$ cat src/hw/rtl/krt_pkg.sv
`timescale 1ns / 1ps
// ----------------------------------------------------------------------------
// Keyed record table package
// Shared widths, codes and payload types of the keyed record table.
// ----------------------------------------------------------------------------
package krt_pkg;
    localparam int TableDepth = 16;
    localparam int IdxW  = $clog2(TableDepth);
    localparam int CntW  = $clog2(TableDepth + 1);
    localparam int SumW  = 16 + CntW;
    localparam int KeyW  = 16;
    localparam int ScW   = 16;
    localparam int RecW  = KeyW + ScW;

    typedef enum logic [1:0] {
        OP_INSERT = 2'd0,
        OP_LOOKUP = 2'd1,
        OP_REMOVE = 2'd2,
        OP_NONE   = 2'd3
    } t_op;

    typedef enum logic [1:0] {
        ST_DONE    = 2'd0,
        ST_FULL    = 2'd1,
        ST_MISSING = 2'd2
    } t_status;

    localparam logic signed [ScW-1:0] ScoreTop = 16'sd32767;

    typedef struct packed {
        logic [1:0]              opcode;
        logic [KeyW-1:0]         key;
        logic signed [ScW-1:0]   score_in;
    } t_req;

    typedef struct packed {
        logic [1:0]              status;
        logic signed [ScW-1:0]   match_score;
        logic [4:0]              entry_count;
        logic signed [ScW-1:0]   average_score;
        logic [14:0]             max_score;
        logic signed [ScW-1:0]   min_score;
    } t_rsp;
endpackage

$ cat src/hw/rtl/krt_if.sv
`timescale 1ns / 1ps
// ----------------------------------------------------------------------------
// Keyed record table channels
// Valid/ready channels carrying a request or a result.
// ----------------------------------------------------------------------------
interface krt_req_if;
    import krt_pkg::*;
    logic valid;
    logic ready;
    t_req payload;
    modport source (output valid, output payload, input ready);
    modport sink   (input valid, input payload, output ready);
endinterface

interface krt_rsp_if;
    import krt_pkg::*;
    logic valid;
    logic ready;
    t_rsp payload;
    modport source (output valid, output payload, input ready);
    modport sink   (input valid, input payload, output ready);
endinterface

$ cat src/hw/rtl/krt_ram.sv
`timescale 1ns / 1ps
// ----------------------------------------------------------------------------
// Generic RAM
// One write port and one read port with registered read data.
// ----------------------------------------------------------------------------
module krt_ram #(
    parameter int Width = 8,
    parameter int Depth = 16
) (
    input  logic                     i_clk,
    input  logic                     i_we,
    input  logic [$clog2(Depth)-1:0] i_waddr,
    input  logic [Width-1:0]         i_wdata,
    input  logic [$clog2(Depth)-1:0] i_raddr,
    output logic [Width-1:0]         o_rdata
);
    logic [Width-1:0] r_mem [Depth];

    always_ff @(posedge i_clk) begin
        if (i_we) begin
            r_mem[i_waddr] <= i_wdata;
        end
        o_rdata <= r_mem[i_raddr];
    end
endmodule

$ cat src/hw/rtl/krt_div.sv
`timescale 1ns / 1ps
// ----------------------------------------------------------------------------
// Serial signed divider
// Restoring division, one quotient bit per cycle, truncating toward zero.
// ----------------------------------------------------------------------------
module krt_div (
    input  logic                            i_clk,
    input  logic                            i_rst_n,
    input  logic                            i_start,
    input  logic signed [krt_pkg::SumW-1:0] i_num,
    input  logic [krt_pkg::CntW-1:0]        i_den,
    output logic                            o_done,
    output logic signed [krt_pkg::ScW-1:0]  o_quot
);
    import krt_pkg::*;
    localparam int StepW = $clog2(SumW + 1);

    logic [SumW-1:0]  r_q;
    logic [CntW:0]    r_rem;
    logic [CntW-1:0]  r_den;
    logic             r_neg;
    logic             r_busy;
    logic [StepW-1:0] r_step;
    logic [CntW:0]    n_rem;
    logic [SumW-1:0]  v_quot;

    always_comb begin
        n_rem = {r_rem[CntW-1:0], r_q[SumW-1]};
        v_quot = r_neg ? (~r_q + 1'b1) : r_q;
    end
    assign o_quot = v_quot[ScW-1:0];

    always_ff @(posedge i_clk) begin
        if (!i_rst_n) begin
            r_busy <= 1'b0;
            o_done <= 1'b0;
        end else begin
            o_done <= 1'b0;
            if (i_start) begin
                r_busy <= 1'b1;
                r_step <= StepW'(SumW);
                r_q    <= i_num[SumW-1] ? (~i_num + 1'b1) : i_num;
                r_neg  <= i_num[SumW-1];
                r_rem  <= '0;
                r_den  <= i_den;
            end else if (r_busy) begin
                if (n_rem >= {1'b0, r_den}) begin
                    r_rem <= n_rem - {1'b0, r_den};
                    r_q   <= {r_q[SumW-2:0], 1'b1};
                end else begin
                    r_rem <= n_rem;
                    r_q   <= {r_q[SumW-2:0], 1'b0};
                end
                r_step <= r_step - 1'b1;
                if (r_step == StepW'(1)) begin
                    r_busy <= 1'b0;
                    o_done <= 1'b1;
                end
            end
        end
    end
endmodule

$ cat src/hw/rtl/keyed_record_table_with_stats.sv
`timescale 1ns / 1ps
// ----------------------------------------------------------------------------
// Keyed record table with statistics
// Ordered key/score table with insert, lookup and remove, plus statistics.
// ----------------------------------------------------------------------------
// Usage: requests arrive on i_req (opcode, key, score_in) and each request
// yields exactly one result on o_rsp. Both are valid/ready channels; a
// transfer happens on a clock edge where valid and ready are both high.
// The records live in one synchronous RAM holding key and score together.
// A request runs as a sequence: a scan reads entries one per cycle in order
// to find the first matching key; a remove then shifts the later records
// down one place, reading each entry and then writing it one place lower;
// a final scan reads every held entry to form the maximum and minimum,
// while a serial divider works out the average, one quotient bit a cycle.
// A request waits for both the final scan and the division to finish before
// its result is loaded; on an empty table the scans are skipped and the
// division is not waited for.
// One request is processed at a time and the next is taken in the cycle
// after the result is loaded, even while that result still waits to be read.
// Reset (synchronous, active low) empties the table; RAM contents need no
// clearing since only entries below the count are read. A stalled receiver
// holds the result in its register; a finished request then waits for it.
// ----------------------------------------------------------------------------
module keyed_record_table_with_stats (
    input  logic i_clk,
    input  logic i_rst_n,
    krt_req_if.sink   i_req,
    krt_rsp_if.source o_rsp
);
    import krt_pkg::*;

    typedef enum logic [2:0] {
        S_IDLE, S_FIND, S_SHIFT, S_STAT, S_WAIT, S_OUT
    } t_state;

    t_state                r_state;
    t_req                  r_req;
    logic [CntW-1:0]       r_count;
    logic signed [SumW-1:0] r_sum;
    logic [CntW-1:0]       r_ptr;      // entry whose data the RAM returns when r_rd_ok
    logic                  r_rd_ok;    // RAM output corresponds to r_ptr
    logic [1:0]            r_status;
    logic signed [ScW-1:0] r_match;
    logic signed [ScW-1:0] r_hi;
    logic signed [ScW-1:0] r_lo;
    logic                  r_div_done;
    logic                  r_out_valid;
    t_rsp                  r_out;

    logic                  w_we;
    logic [IdxW-1:0]       w_waddr;
    logic [RecW-1:0]       w_wdata;
    logic [IdxW-1:0]       w_raddr;
    logic [RecW-1:0]       w_rdata;
    logic [CntW-1:0]       w_next;
    logic                  w_div_start;
    logic                  w_div_done;
    logic signed [ScW-1:0] w_quot;
    logic signed [ScW-1:0] w_rd_score;
    logic [KeyW-1:0]       w_rd_key;
    logic                  w_take;
    logic                  w_out_load;

    assign w_rd_key   = w_rdata[RecW-1:ScW];
    assign w_rd_score = w_rdata[ScW-1:0];
    assign w_take     = i_req.valid && i_req.ready;
    assign i_req.ready = (r_state == S_IDLE);
    assign o_rsp.valid   = r_out_valid;
    assign o_rsp.payload = r_out;

    // The result register is loaded once it is empty or being read this cycle.
    assign w_out_load = (r_state == S_OUT) && (!r_out_valid || o_rsp.ready);

    krt_ram #(.Width(RecW), .Depth(TableDepth)) u_ram (
        .i_clk  (i_clk),
        .i_we   (w_we),
        .i_waddr(w_waddr),
        .i_wdata(w_wdata),
        .i_raddr(w_raddr),
        .o_rdata(w_rdata)
    );

    krt_div u_div (
        .i_clk  (i_clk),
        .i_rst_n(i_rst_n),
        .i_start(w_div_start),
        .i_num  (r_sum),
        .i_den  (r_count),
        .o_done (w_div_done),
        .o_quot (w_quot)
    );

    assign w_next = r_ptr + 1'b1;

    // Write port: insert at idle, shift moves entry r_ptr down to r_ptr-1.
    // Reads present r_ptr while the RAM output is not yet valid, then run ahead.
    always_comb begin
        w_we    = 1'b0;
        w_waddr = r_count[IdxW-1:0];
        w_wdata = {i_req.payload.key, i_req.payload.score_in};
        w_raddr = '0;
        w_div_start = 1'b0;
        case (r_state)
            S_IDLE: begin
                w_we = w_take && (i_req.payload.opcode == OP_INSERT)
                       && (r_count < CntW'(TableDepth));
            end
            S_FIND: begin
                w_raddr = r_rd_ok ? w_next[IdxW-1:0] : r_ptr[IdxW-1:0];
            end
            S_STAT: begin
                w_raddr = r_rd_ok ? w_next[IdxW-1:0] : r_ptr[IdxW-1:0];
                // The divider starts on the first statistics cycle, after sum
                // and count have settled.
                w_div_start = !r_rd_ok;
            end
            S_SHIFT: begin
                w_we    = r_rd_ok;
                w_waddr = IdxW'(r_ptr - 1'b1);
                w_wdata = w_rdata;
                w_raddr = r_rd_ok ? w_next[IdxW-1:0] : r_ptr[IdxW-1:0];
            end
            default: begin
            end
        endcase
    end

    always_ff @(posedge i_clk) begin
        if (!i_rst_n) begin
            r_state     <= S_IDLE;
            r_count     <= '0;
            r_sum       <= '0;
            r_out_valid <= 1'b0;
            r_rd_ok     <= 1'b0;
            r_ptr       <= '0;
            r_div_done  <= 1'b0;
        end else begin
            if (w_out_load) begin
                r_out_valid <= 1'b1;
            end else if (o_rsp.ready) begin
                r_out_valid <= 1'b0;
            end
            if (w_take) begin
                r_div_done <= 1'b0;
            end else if (w_div_done) begin
                r_div_done <= 1'b1;
            end
            case (r_state)
                S_IDLE: begin
                    if (w_take) begin
                        r_req    <= i_req.payload;
                        r_status <= ST_DONE;
                        r_match  <= '0;
                        r_ptr    <= '0;
                        r_rd_ok  <= 1'b0;
                        if (i_req.payload.opcode == OP_INSERT) begin
                            if (r_count < CntW'(TableDepth)) begin
                                r_count <= r_count + 1'b1;
                                r_sum   <= r_sum + SumW'(i_req.payload.score_in);
                            end else begin
                                r_status <= ST_FULL;
                            end
                            r_state <= S_STAT;
                        end else if (i_req.payload.opcode == OP_LOOKUP ||
                                     i_req.payload.opcode == OP_REMOVE) begin
                            r_state <= S_FIND;
                        end else begin
                            r_state <= S_STAT;
                        end
                        r_hi <= '0;
                        r_lo <= ScoreTop;
                    end
                end
                S_FIND: begin
                    // The first cycle presents entry 0; its data arrives next cycle.
                    if (!r_rd_ok) begin
                        if (r_count == '0) begin
                            r_status <= ST_MISSING;
                            r_ptr    <= '0;
                            r_state  <= S_STAT;
                        end else begin
                            r_rd_ok <= 1'b1;
                        end
                    end else if (w_rd_key == r_req.key) begin
                        if (r_req.opcode == OP_LOOKUP) begin
                            r_match <= w_rd_score;
                            r_ptr   <= '0;
                            r_rd_ok <= 1'b0;
                            r_state <= S_STAT;
                        end else begin
                            r_sum   <= r_sum - SumW'(w_rd_score);
                            r_ptr   <= w_next;
                            r_rd_ok <= 1'b0;
                            r_state <= S_SHIFT;
                        end
                    end else if (w_next >= r_count) begin
                        r_status <= ST_MISSING;
                        r_ptr    <= '0;
                        r_rd_ok  <= 1'b0;
                        r_state  <= S_STAT;
                    end else begin
                        r_ptr <= w_next;
                    end
                end
                S_SHIFT: begin
                    // r_ptr is the entry being moved down; data valid next cycle.
                    if (!r_rd_ok) begin
                        if (r_ptr >= r_count) begin
                            r_count <= r_count - 1'b1;
                            r_ptr   <= '0;
                            r_state <= S_STAT;
                        end else begin
                            r_rd_ok <= 1'b1;
                        end
                    end else begin
                        r_rd_ok <= 1'b0;
                        r_ptr   <= w_next;
                    end
                end
                S_STAT: begin
                    if (!r_rd_ok) begin
                        r_rd_ok <= 1'b1;
                        if (r_count == '0) begin
                            r_state <= S_WAIT;
                        end
                    end else begin
                        if (w_rd_score > r_hi) r_hi <= w_rd_score;
                        if (w_rd_score < r_lo) r_lo <= w_rd_score;
                        r_ptr <= w_next;
                        if (w_next >= r_count) begin
                            r_state <= S_WAIT;
                        end
                    end
                end
                S_WAIT: begin
                    r_rd_ok <= 1'b0;
                    if (r_count == '0 || r_div_done) begin
                        r_state <= S_OUT;
                    end
                end
                S_OUT: begin
                    if (w_out_load) begin
                        r_out.status        <= r_status;
                        r_out.match_score   <= r_match;
                        r_out.entry_count   <= 5'(r_count);
                        r_out.average_score <= (r_count == '0) ? '0 : w_quot;
                        r_out.max_score     <= r_hi[14:0];
                        r_out.min_score     <= r_lo;
                        r_state             <= S_IDLE;
                    end
                end
                default: r_state <= S_IDLE;
            endcase
        end
    end

`ifndef ASSERT_OFF
    a_count_range: assert property (@(posedge i_clk) disable iff (!i_rst_n)
        r_count <= CntW'(TableDepth))
        else $error("record count beyond table depth");
    a_ready_idle: assert property (@(posedge i_clk) disable iff (!i_rst_n)
        i_req.ready |-> (r_state == S_IDLE))
        else $error("request taken while busy");
    a_one_result: assert property (@(posedge i_clk) disable iff (!i_rst_n)
        (r_state == S_OUT) |=> r_out_valid)
        else $error("result not presented");
`endif
endmodule
$ cat src/flat_wrapper.sv
// flat-port wrapper written by rule: the top's interface ports become plain ports
module keyed_record_table_with_stats_flat import krt_pkg::*;
  (i_clk, i_rst_n, i_req_valid, i_req_payload, i_req_ready, o_rsp_valid, o_rsp_payload, o_rsp_ready);
  krt_req_if i_req_i ();
  krt_rsp_if o_rsp_i ();
  input  logic i_clk;
  input  logic i_rst_n;
  input wire logic [$bits(i_req_i.valid)-1:0] i_req_valid;
  input wire logic [$bits(i_req_i.payload)-1:0] i_req_payload;
  output wire logic [$bits(i_req_i.ready)-1:0] i_req_ready;
  output wire logic [$bits(o_rsp_i.valid)-1:0] o_rsp_valid;
  output wire logic [$bits(o_rsp_i.payload)-1:0] o_rsp_payload;
  input wire logic [$bits(o_rsp_i.ready)-1:0] o_rsp_ready;
  assign i_req_i.valid = i_req_valid;
  assign i_req_i.payload = i_req_payload;
  assign i_req_ready = i_req_i.ready;
  assign o_rsp_valid = o_rsp_i.valid;
  assign o_rsp_payload = o_rsp_i.payload;
  assign o_rsp_i.ready = o_rsp_ready;
  keyed_record_table_with_stats u_core (.i_clk(i_clk), .i_rst_n(i_rst_n), .i_req(i_req_i), .o_rsp(o_rsp_i));
endmodule
$ cat config.mk
export PLATFORM = sky130hd
export DESIGN_NAME = keyed_record_table_with_stats_flat
export DESIGN_NICKNAME = d
export VERILOG_FILES = /design/src/hw/rtl/krt_pkg.sv /design/src/hw/rtl/krt_if.sv /design/src/hw/rtl/krt_ram.sv /design/src/hw/rtl/krt_div.sv /design/src/hw/rtl/keyed_record_table_with_stats.sv /design/src/flat_wrapper.sv
export SDC_FILE = /design/constraint.sdc
export NUM_CORES = 1
export LEC_CHECK = 0
export BUFFER_PORTS_ARGS = -buffer_cell sky130_fd_sc_hd__buf_2
export CORE_MARGIN = 2
export CORE_UTILIZATION = 55
export DETAILED_ROUTE_END_ITERATION = 16
export PLACE_DENSITY = 0.71
export SYNTH_ARGS = -nofsm -noshare
export SYNTH_HDL_FRONTEND = slang
export SYNTH_SLANG_ARGS = --single-unit
$ cat constraint.sdc
create_clock -name i_clk -period 10.3 [get_ports i_clk]
set_input_delay 2.06 -clock i_clk [delete_from_list [all_inputs] [get_ports i_clk]]
set_output_delay 2.06 -clock i_clk [all_outputs]
set_load 0.02 [all_outputs]
======== Word level (Yosys, flattened, before mapping) ========
Memory sizes are Yosys's and may differ from the RTL's. A register that Yosys moved wholly into a read port is not among the register bits.
Cells that the tools add are included.
cells by class
  add/subtract/negate cells ............... 10
  multiplexer cells ....................... 89
  magnitude comparators ................... 6
  equality and inequality tests ........... 31
  bitwise gates (word level) .............. 4
  reduce and logical (&&, ||, !) cells .... 35
operator list
  operator                 count
  $mux W21                 9
  $mux W16                 10
  $pmux W16 S2             3
  $mux W5                  17
  $pmux W21 S2             1
  $mux W3                  13
  $mux W32                 1
  $add A21 B1 Y21 const B  1
  $add A21 B16 Y21         1
  $not A21 Y21             1
  $sub A21 B16 Y21         1
  $pmux W5 S4              1
  $mux W1                  19
  $ne A2 B1 Y1 const B     9
  $pmux W3 S6              1
  $reduce_and A6 Y1        3
  $add A16 B1 Y16 const B  1
  $eq A16 B16 Y1           1
  $gt A16 B16 Y1           1
  $lt A16 B16 Y1           1
  $not A16 Y16             1
  $reduce_and A5 Y1        3
  $mux W2                  7
  $mux W4                  3
  37 further kinds         66
word-level totals
  memories ................................ 1
  input bits .............................. 38
  output and inout port bits .............. 72
  word-level logic and storage cells ...... 202
  register bits ........................... 214
  memory bits (writable) .................. 512
memory list
  name                words  bits a word  rd ports  clocked after memory_dff  wr ports  line           RTL
  u_core.u_ram.r_mem  16     32           1         1                         1         krt_ram.sv:17  logic [Width-1:0] r_mem [Depth];

======== Logic depth before layout (Yosys ltp) ========
Gate-level depths: netlist (run 1).
  word-level depth ........................ 7
  gate-level depth with buffers ........... 17
  gate-level depth less buffers ........... 16

======== By module ========
Synthesis (run 1) repeated with hierarchy kept, for this count alone.
second synthesis, totals
  cells, all modules ...................... 2,069
  area, all modules ....................... 32,153.3 µm²
by module, submodules not included
  module                         seq. area each (µm²)  area an instance (µm²)  times used  cells each
  krt_ram                        16,015.4              19,835.3                1           838
  keyed_record_table_with_stats  4,884.7               9,649.3                 1           953
  krt_div                        1,151.1               2,668.8                 1           278

======== Least setup slack after synthesis (run 1) ========
No wires, ideal clock.
  kind .................................... input-to-reg
  start ................................... input port i_rst_n
  end ..................................... register u_core.r_out (netlist bit u_core.o_rsp.payload[0]), enable pin
  required time ........................... 9.701 ns
  setup slack ............................. 2.228 ns
  buffers on the path ..................... 1
  data arrival time ....................... 7.473 ns
  library setup time ...................... 0.599 ns
  stages on the path ...................... 3
  cells stage by stage .................... inv_1 -> clkbuf_1 -> nor3b_1
between the ends
  longest elaborated chain between the ends .. 1
RTL lines
  item                         line                                 RTL
  from (decl)                  flat_wrapper.sv:7                    input logic i_rst_n;
  $reduce_and A3 Y1 (no line)  --
  to (decl)                    keyed_record_table_with_stats.sv:48  t_rsp r_out;
Every way passes these cells.
A chain may end at the register's enable or synchronous reset.

======== Worst setup path in the final report (run 1) ========
  start ................................... input port i_req_payload[0]
  end ..................................... register u_core.r_sum[16]
between the ends
  longest elaborated chain between the ends .. 5
RTL lines
  item                  line                                  RTL
  from (decl)           flat_wrapper.sv:9                     input wire logic [$bits(i_req_i.payload)-1:0] i_req_payload;
  $add A21 B16 Y21      keyed_record_table_with_stats.sv:159  r_sum <= r_sum + SumW'(i_req.payload.score_in);
  $mux W21              keyed_record_table_with_stats.sv:157  if (r_count < CntW'(TableDepth)) begin
  $mux W21              keyed_record_table_with_stats.sv:156  if (i_req.payload.opcode == OP_INSERT) begin
  $mux W21              keyed_record_table_with_stats.sv:150  if (w_take) begin
  $pmux W21 S2          keyed_record_table_with_stats.sv:148  case (r_state)
  to (signal assigned)  keyed_record_table_with_stats.sv:159
  to (signal assigned)  keyed_record_table_with_stats.sv:191  r_sum <= r_sum - SumW'(w_rd_score);
  to (decl)             keyed_record_table_with_stats.sv:39   logic signed [SumW-1:0] r_sum;
Every way passes these cells. The select of a mux whose other input is x is not followed.

==> results of run 1 <==
## kinds of logic (layout without fill, tap and decap cells)
family,count (synthesis),in the layout,share of synthesized area (%)
compound gates,585,585,11.9
xor+xnor,86,86,2.37
fa+ha+maj,81,81,3.25
buf+inv,212,362,2.61
flops,758,758,69.3
mux,18,18,0.582
simple gates,714,714,9.99
## power groups by stage
stage | Clock, uW | Combinational (uW) | Sequential [uW]
after floorplan | 0 | 1460 | 4090
after global placement | 0 | 1990 | 4210
after detailed placement | 0 | 2070 | 4220
after CTS | 2730 | 2080 | 4160
after global routing | 2850 | 2310 | 4180
final | 2690 | 2090 | 4160
## metal layers
| layer | vias to the layer above | global-route usage (%) | wire length (um) |
|---|---|---|---|
| li1 | 9414 | - | - |
| met2 | 857 | 41.8 | 36800 |
| met3 | 162 | 3.99 | 5190 |
| met1 | 10095 | 34.4 | 31600 |
| met5 | - | 0 | 0 |
| met4 | 0 | 9.13 | 2350 |
## Yosys cell counts, drive strengths merged, types with 5 or more instances
cell type and n:
a21oi 135, o22ai 134, o31ai 10, and2 23
xnor2 53, a31oi 69, nor2 96, nand3b 6
ha 78, nor3 33, o41ai 5, a311oi 65
o21a 6, o21ai 62, nor2b 18, buf 41
and3 18, nand3 13, nand2b 31, nand4 12
inv 71, a211oi 40, or4 6, nand2 432
or3 7, clkbuf 100, edfxtp 687, xor2 33
dfxtp 71, a21o 24, mux2i 14
## registers in the layout, indices dropped and copies added, names as in the netlist, 5 cells and up
name	cells
u_core.u_ram.r_mem	512
u_core.o_rsp.payload	70
u_core.u_ram.o_rdata	32
u_core.r_sum	21
u_core.u_div.r_q	21
u_core.r_req	18
u_core.r_hi	16
u_core.r_lo	16
u_core.r_match	16
u_core.r_count	5
u_core.r_ptr	5
u_core.u_div.r_den	5
u_core.u_div.r_rem	5
u_core.u_div.r_step	5
## per-stage QoR
stage	std cells	util [%]	total power, uW
final	3369	62.1	8940
after floorplan	2454	-	5560
after global routing	3369	62.1	9340
after global placement	3226	57.8	6200
after detailed placement	3226	57.8	6290
after CTS	3369	62.1	8960
## path summary, 6_finish.rpt
| path | end | start |
|---|---|---|
| worst max-delay path | u_core.r_sum[16] | i_req_payload[0] |
| worst min-delay path | u_core.o_rsp.payload[58] | u_core.r_match[6] |
| worst max register to register | u_core.u_ram.o_rdata[11] | u_core.r_state[0] |
| worst min register to register | u_core.o_rsp.payload[58] | u_core.r_match[6] |
## final cells by class
cell class / instances / area (um2) / area share (%)
Sequential cell: 758 / 22100 / 61.8
Multi-Input combinational cell: 1484 / 9130 / 25.6
Clock buffer: 102 / 2130 / 5.98
Tap cell: 765 / 957 / 2.68
Timing Repair Buffer: 148 / 838 / 2.35
Clock inverter: 41 / 317 / 0.887
Inverter: 71 / 267 / 0.747
## critical path, delay by kind of cell
kind | cells | cell delay, ns
adders and majority gates | 2 | 0.59
xor gates and xnor gates | 1 | 0.17
buffers and inverters | 2 | 0.19
and+or+nand+nor | 2 | 0.59
muxes | 1 | 0.35
AOI/OAI and AO/OA | 8 | 1.57
==> flow_summary.json, run 1 <==
{
  "drc_errors": 0,
  "yosysUniqueCellTypes": 70,
  "ctsResizeCount": 0,
  "cts_sinks": 758,
  "clkPwrFrac_pct": 30.1,
  "synth.avg_cell_area_um2": 13.0,
  "dieArea_um2": 59800,
  "p_per_area_nw_per_um2": 250,
  "grt_usage_pct": 25.4,
  "post_cts_buffers": 0,
  "antenna_found_initial": 0,
  "hold_path.class": "flip-flop to flip-flop",
  "area_growth_syn_to_layout_pct": 12.1,
  "fin_crit_sh_pct": 48.4,
  "syn_area_um2": 31800,
  "r2r_cells": 9,
  "drive_gt1_share_pct": 11.8,
  "sw_frac_of_total_pct": 31.7,
  "switchingPower_uw": 2830,
  "setup_viol": 0,
  "combPwrFrac_pct": 23.4,
  "maxCapViolCount": 0,
  "nFillCells": 4385,
  "die_width_um": 245,
  "dr.pass1.iters": 5,
  "synth.yosys.seq_area_share_pct": 69.3,
  "clock_path_buffers": 3,
  "criticalPathCategory": "input pin to flip-flop",
  "max_stage_delay_ns": 0.39,
  "maxSlewHeadroom_pct": 25.2,
  "p_leak_uw": 0.0126,
  "synth_edf_count": 687,
  "synth_top_area_share_pct": 64.8,
  "cp-start-kind": "input pin",
  "globalRouteOverflowTotal": 0,
  "status": "complete, no violations",
  "grt_setup_unrepaired": "no",
  "final.setup.worst_slack_ns": 5.31,
  "numCtsBuffers": 78,
  "cp_max_fo": 5,
  "ys_warn_count": 0,
  "final_cell_mix": "edfxtp_1 (687), nand2_1 (430), a21oi_1 (134), o22ai_1 (134), buf_2 (109)",
  "cp.required_ns": 10.84,
  "ys.flop_type": "edfxtp_1",
  "place_hpwl_um": 44500,
  "worst_path_max_delay_cell": "a31oi_1",
  "hold_path_depth": 0,
  "initial_core_util_pct": 55.4,
  "post-place-ws_ns": 4.90,
  "fmax_mhz": 201,
  "hold_viol_final": 0,
  "async_reset_ff_share_pct": 0,
  "cp.arrival_ns": 5.52,
  "crit_path_end_kind": "flip-flop",
  "cts-htree-levels": 3,
  "synth.net_count": 2573,
  "routed-via-count": 20528,
  "whs_ns": 0.420,
  "dpl_cell_area_um2": 33200,
  "finalSetupTns_ns": 0,
  "first_iter_violations": 1982,
  "viasPerCell": 6.09,
  "grt_pass1_wl_um": 117000,
  "first_global_vias": 20527,
  "grt_max_degree": 90,
  "row_count": 88,
  "routed_wl_um": 76000,
  "postSynthCellCount": 2454,
  "vdd_drop_max_mv": 0.206,
  "antenna_cells": 0,
  "detail-route-antenna-nets": 0,
  "final_area_um2": 35700,
  "seq_power_share_pct": 46.5,
  "core_um2": 57500,
  "worstPathCellList": "buf_2 -> inv_1 -> ha_1 -> nand3b_1 -> nor4_1 -> xnor2_1 -> a21oi_1 -> ha_1 -> a21o_1 -> a21o_1 -> a41o_1 -> a31oi_1 -> o21ai_0 -> a21oi_1 -> mux2_2 -> o21ai_1",
  "worst_pin_slew_ns": 1.12,
  "r2r_slack_ns": 5.47,
  "power.internal_uw": 6110,
  "min_period_ns": 4.99,
  "synth_area_leaders": "edfxtp_1 (65%), nand2_1 (5.1%), dfxtp_1 (4.5%)",
  "ios": 110,
  "fin_nets": 2660,
  "drv_slew": 0,
  "hold_buffers": 0,
  "io_buffers": 109,
  "clock_latency_ns": 0.63,
  "cts_root_buf": "clkbuf_16",
  "fin_skew_ns": 0.0322,
  "layout_commonest_cell": "edfxtp_1",
  "wl_per_cell_um": 22.6,
  "cts_tree": "yes",
  "die_height_um": 245,
  "yosysTopAreaCell": "edfxtp_1",
  "clk_pin_slew_ns": 0.06,
  "routabilityCongestion": 0.908,
  "synth_seq_cells": 758
}
No activity file was read; power rests on OpenSTA's default activity.
==> run 2, diff against run 1 <==
Settings changed: ABC_AREA set to 1.
Clock period 10.3 ns to 4.86 ns, I/O delays scaled along.
==> run 2 against run 1 <==
  * Cell count increased by 14%
  * Die area is 3.5% higher
  * Global-route usage is 0.61 points higher
  * Critical path depth fell by 3
  * Clock power up 130%
  * Sequential share of layout area shrank 2.8 points
  * Synthesized cell count increased by 17%
  * Clock skew is 0.0040 ns lower
  * Sequential cell count is the same
  * Largest power group unchanged
==> flow_summary.json, run 2 <==
{
  "layout.cells.non_filler": 3828,
  "worst_path_max_delay_cell": "o21ai_0",
  "cts_sinks": 758,
  "cp-start-kind": "flip-flop",
  "max_stage_delay_ns": 0.84,
  "clkPwrFrac_pct": 30.4,
  "switchingPower_uw": 6790,
  "ios": 110,
  "drv_slew": 0,
  "hold_viol_final": 0,
  "crit_buf_inv": 3,
  "seq_power_share_pct": 42.6,
  "initial_core_util_pct": 55.8,
  "worst_pin_slew_ns": 1.21,
  "yosysUniqueCellTypes": 45,
  "cts_tree": "yes",
  "yosysTopAreaCell": "edfxtp_1",
  "hold_buffers": 0,
  "post_cts_buffers": 0,
  "clock_latency_ns": 0.63,
  "globalRouteOverflowTotal": 0,
  "drc_errors": 0,
  "synth_area_leaders": "edfxtp_1 (63%), o21ai_0 (5.6%), dfxtp_1 (4.3%)",
  "place_inst": 3684,
  "finalPower_uw": 20300,
  "postSynthCellCount": 2864,
  "largest_reg_flops": 512,
  "ys.flop_type": "edfxtp_1",
  "finalSetupTns_ns": 0,
  "maxSlewHeadroom_pct": 19.0,
  "fin_skew_ns": 0.0281,
  "final_cell_mix": "edfxtp_1 (687), o21ai_0 (368), nand2_1 (358)",
  "status": "complete, no violations",
  "grt_max_degree": 125,
  "first_iter_violations": 2340,
  "maxCapViolCount": 0,
  "cp.arrival_ns": 4.12,
  "clock_path_buffers": 3,
  "ys_warn_count": 0,
  "dpl_cell_area_um2": 34700,
  "async_reset_ff_share_pct": 0,
  "vdd_drop_max_mv": 0.346,
  "grt_pass1_wl_um": 126000,
  "setup_viol": 0,
  "synth.avg_cell_area_um2": 11.5,
  "first_global_vias": 22382,
  "cp.required_ns": 5.35,
  "fin_crit_sh_pct": 74.7,
  "io_buffers": 109,
  "synth_seq_cells": 758,
  "combPwrFrac_pct": 27.0,
  "detail-route-antenna-nets": 0,
  "sw_frac_of_total_pct": 33.5,
  "clk_pin_slew_ns": 0.06,
  "fin_nets": 3109,
  "routabilityCongestion": 0.908,
  "yosysMostFrequentCell": "edfxtp_1",
  "layout_commonest_cell": "edfxtp_1",
  "crit_top_cell": "a21oi_1",
  "crit_path_end_kind": "flip-flop",
  "core_um2": 59100,
  "cp_max_fo": 29,
  "syn_area_um2": 33000,
  "wl_per_cell_um": 21.1,
  "worstPathCellList": "inv_2 -> nand2_2 -> buf_4 -> nor2_1 -> a31oi_1 -> ha_1 -> o21ai_0 -> inv_1 -> nand2_1 -> nand3_1 -> a21oi_1 -> xor2_1 -> a21oi_1",
  "drive_gt1_share_pct": 12.6,
  "dr.pass1.iters": 8,
  "utilization_pct": 63.2,
  "power.internal_uw": 13500,
  "numCtsBuffers": 77,
  "synth_edf_count": 687,
  "grt_setup_unrepaired": "no",
  "p_per_area_nw_per_um2": 543,
  "die_width_um": 249,
  "ctsResizeCount": 0,
  "routed-via-count": 22761,
  "final_area_um2": 37400,
  "viasPerCell": 5.95,
  "largest-register": "u_core.u_ram.r_mem",
  "synth.net_count": 2983,
  "fmax_mhz": 275,
  "cts_root_buf": "clkbuf_16",
  "synth_common_cells": "edfxtp_1 (687), o21ai_0 (371), nand2_1 (359), nor2_1 (307), inv_1 (203)",
  "nFillCells": 4485,
  "routed_wl_um": 80900,
  "criticalPathCategory": "flip-flop to flip-flop",
  "area_growth_syn_to_layout_pct": 13.4,
  "grt_usage_pct": 26.0,
  "dieArea_um2": 61900,
  "cts-htree-levels": 3,
  "antenna_found_initial": 4,
  "critPathTopFamily": "compound AO/OA/AOI/OAI gates",
  "min_period_ns": 3.63,
  "die_height_um": 249,
  "hold_path.class": "flip-flop to flip-flop",
  "place_hpwl_um": 49700,
  "p_leak_uw": 0.0136,
  "row_count": 89,
  "synth_top_area_share_pct": 62.6,
  "synth.yosys.seq_area_share_pct": 66.9
}
-- run 2: area by class of cell --
class,instances,area [um2],area share [%]
Clock inverter,44,490,1.31
Multi-Input combinational cell,1758,9690,25.9
Clock buffer,99,2180,5.84
Timing Repair Buffer,182,1180,3.16
Inverter,213,806,2.16
Tap cell,773,967,2.59
Sequential cell,758,22100,59.0
Antenna cell,1,2.50,0.00670
-- run 2: routing by layer --
metal | track usage (%) | up-vias | part of all wire [%]
met2 | 42.9 | 981 | 48
li1 | - | 10511 | -
met3 | 4.17 | 180 | 7.2
met1 | 35.3 | 11089 | 42
met4 | 8.90 | 0 | 3.1
met5 | 0 | - | 0
-- run 2: final timing paths --
kind,startpoint,end,slack [ns],cells past startpoint
hold / removal,u_core.r_match[10],u_core.o_rsp.payload[62],0.42,0
setup reg to reg,u_core.r_state[2],u_core.r_sum[12],1.23,13
hold reg to reg,u_core.r_match[10],u_core.o_rsp.payload[62],0.42,0
setup / recovery,u_core.r_state[2],u_core.r_sum[12],1.23,13
-- run 2: power by group through the flow --
| stage | clock [uW] | combinational, uW | sequential [uW] |
|---|---|---|---|
| after detailed placement | 0 | 5420 | 8760 |
| after floorplan | 0 | 3660 | 8640 |
| after global placement | 0 | 5290 | 8740 |
| after global routing | 6500 | 6120 | 8690 |
| final | 6170 | 5480 | 8640 |
| after CTS | 6250 | 5450 | 8630 |
-- run 2: per-stage QoR --
| step | hold WS (ns) | worst slack, ns |
|---|---|---|
| floorplan | 0.400 | 1.06 |
| global placement | 0.403 | 0.934 |
| detailed placement | 0.405 | 0.890 |
| CTS | 0.418 | 1.22 |
| global route | 0.423 | 0.973 |
| finish | 0.415 | 1.23 |
-- run 2: cell families (layout without fill, tap and decap cells) --
family / Yosys count / count (layout) / synth area share (%)
adders and majority gates: 81 / 81 / 3.14
AOI/OAI and AO/OA: 672 / 672 / 11.9
other: 0 / 1 / 0
xor gates and xnor gates: 44 / 44 / 1.17
DFF: 758 / 758 / 66.9
and+or+nand+nor: 961 / 961 / 12.7
buffers and inverters: 348 / 538 / 4.19
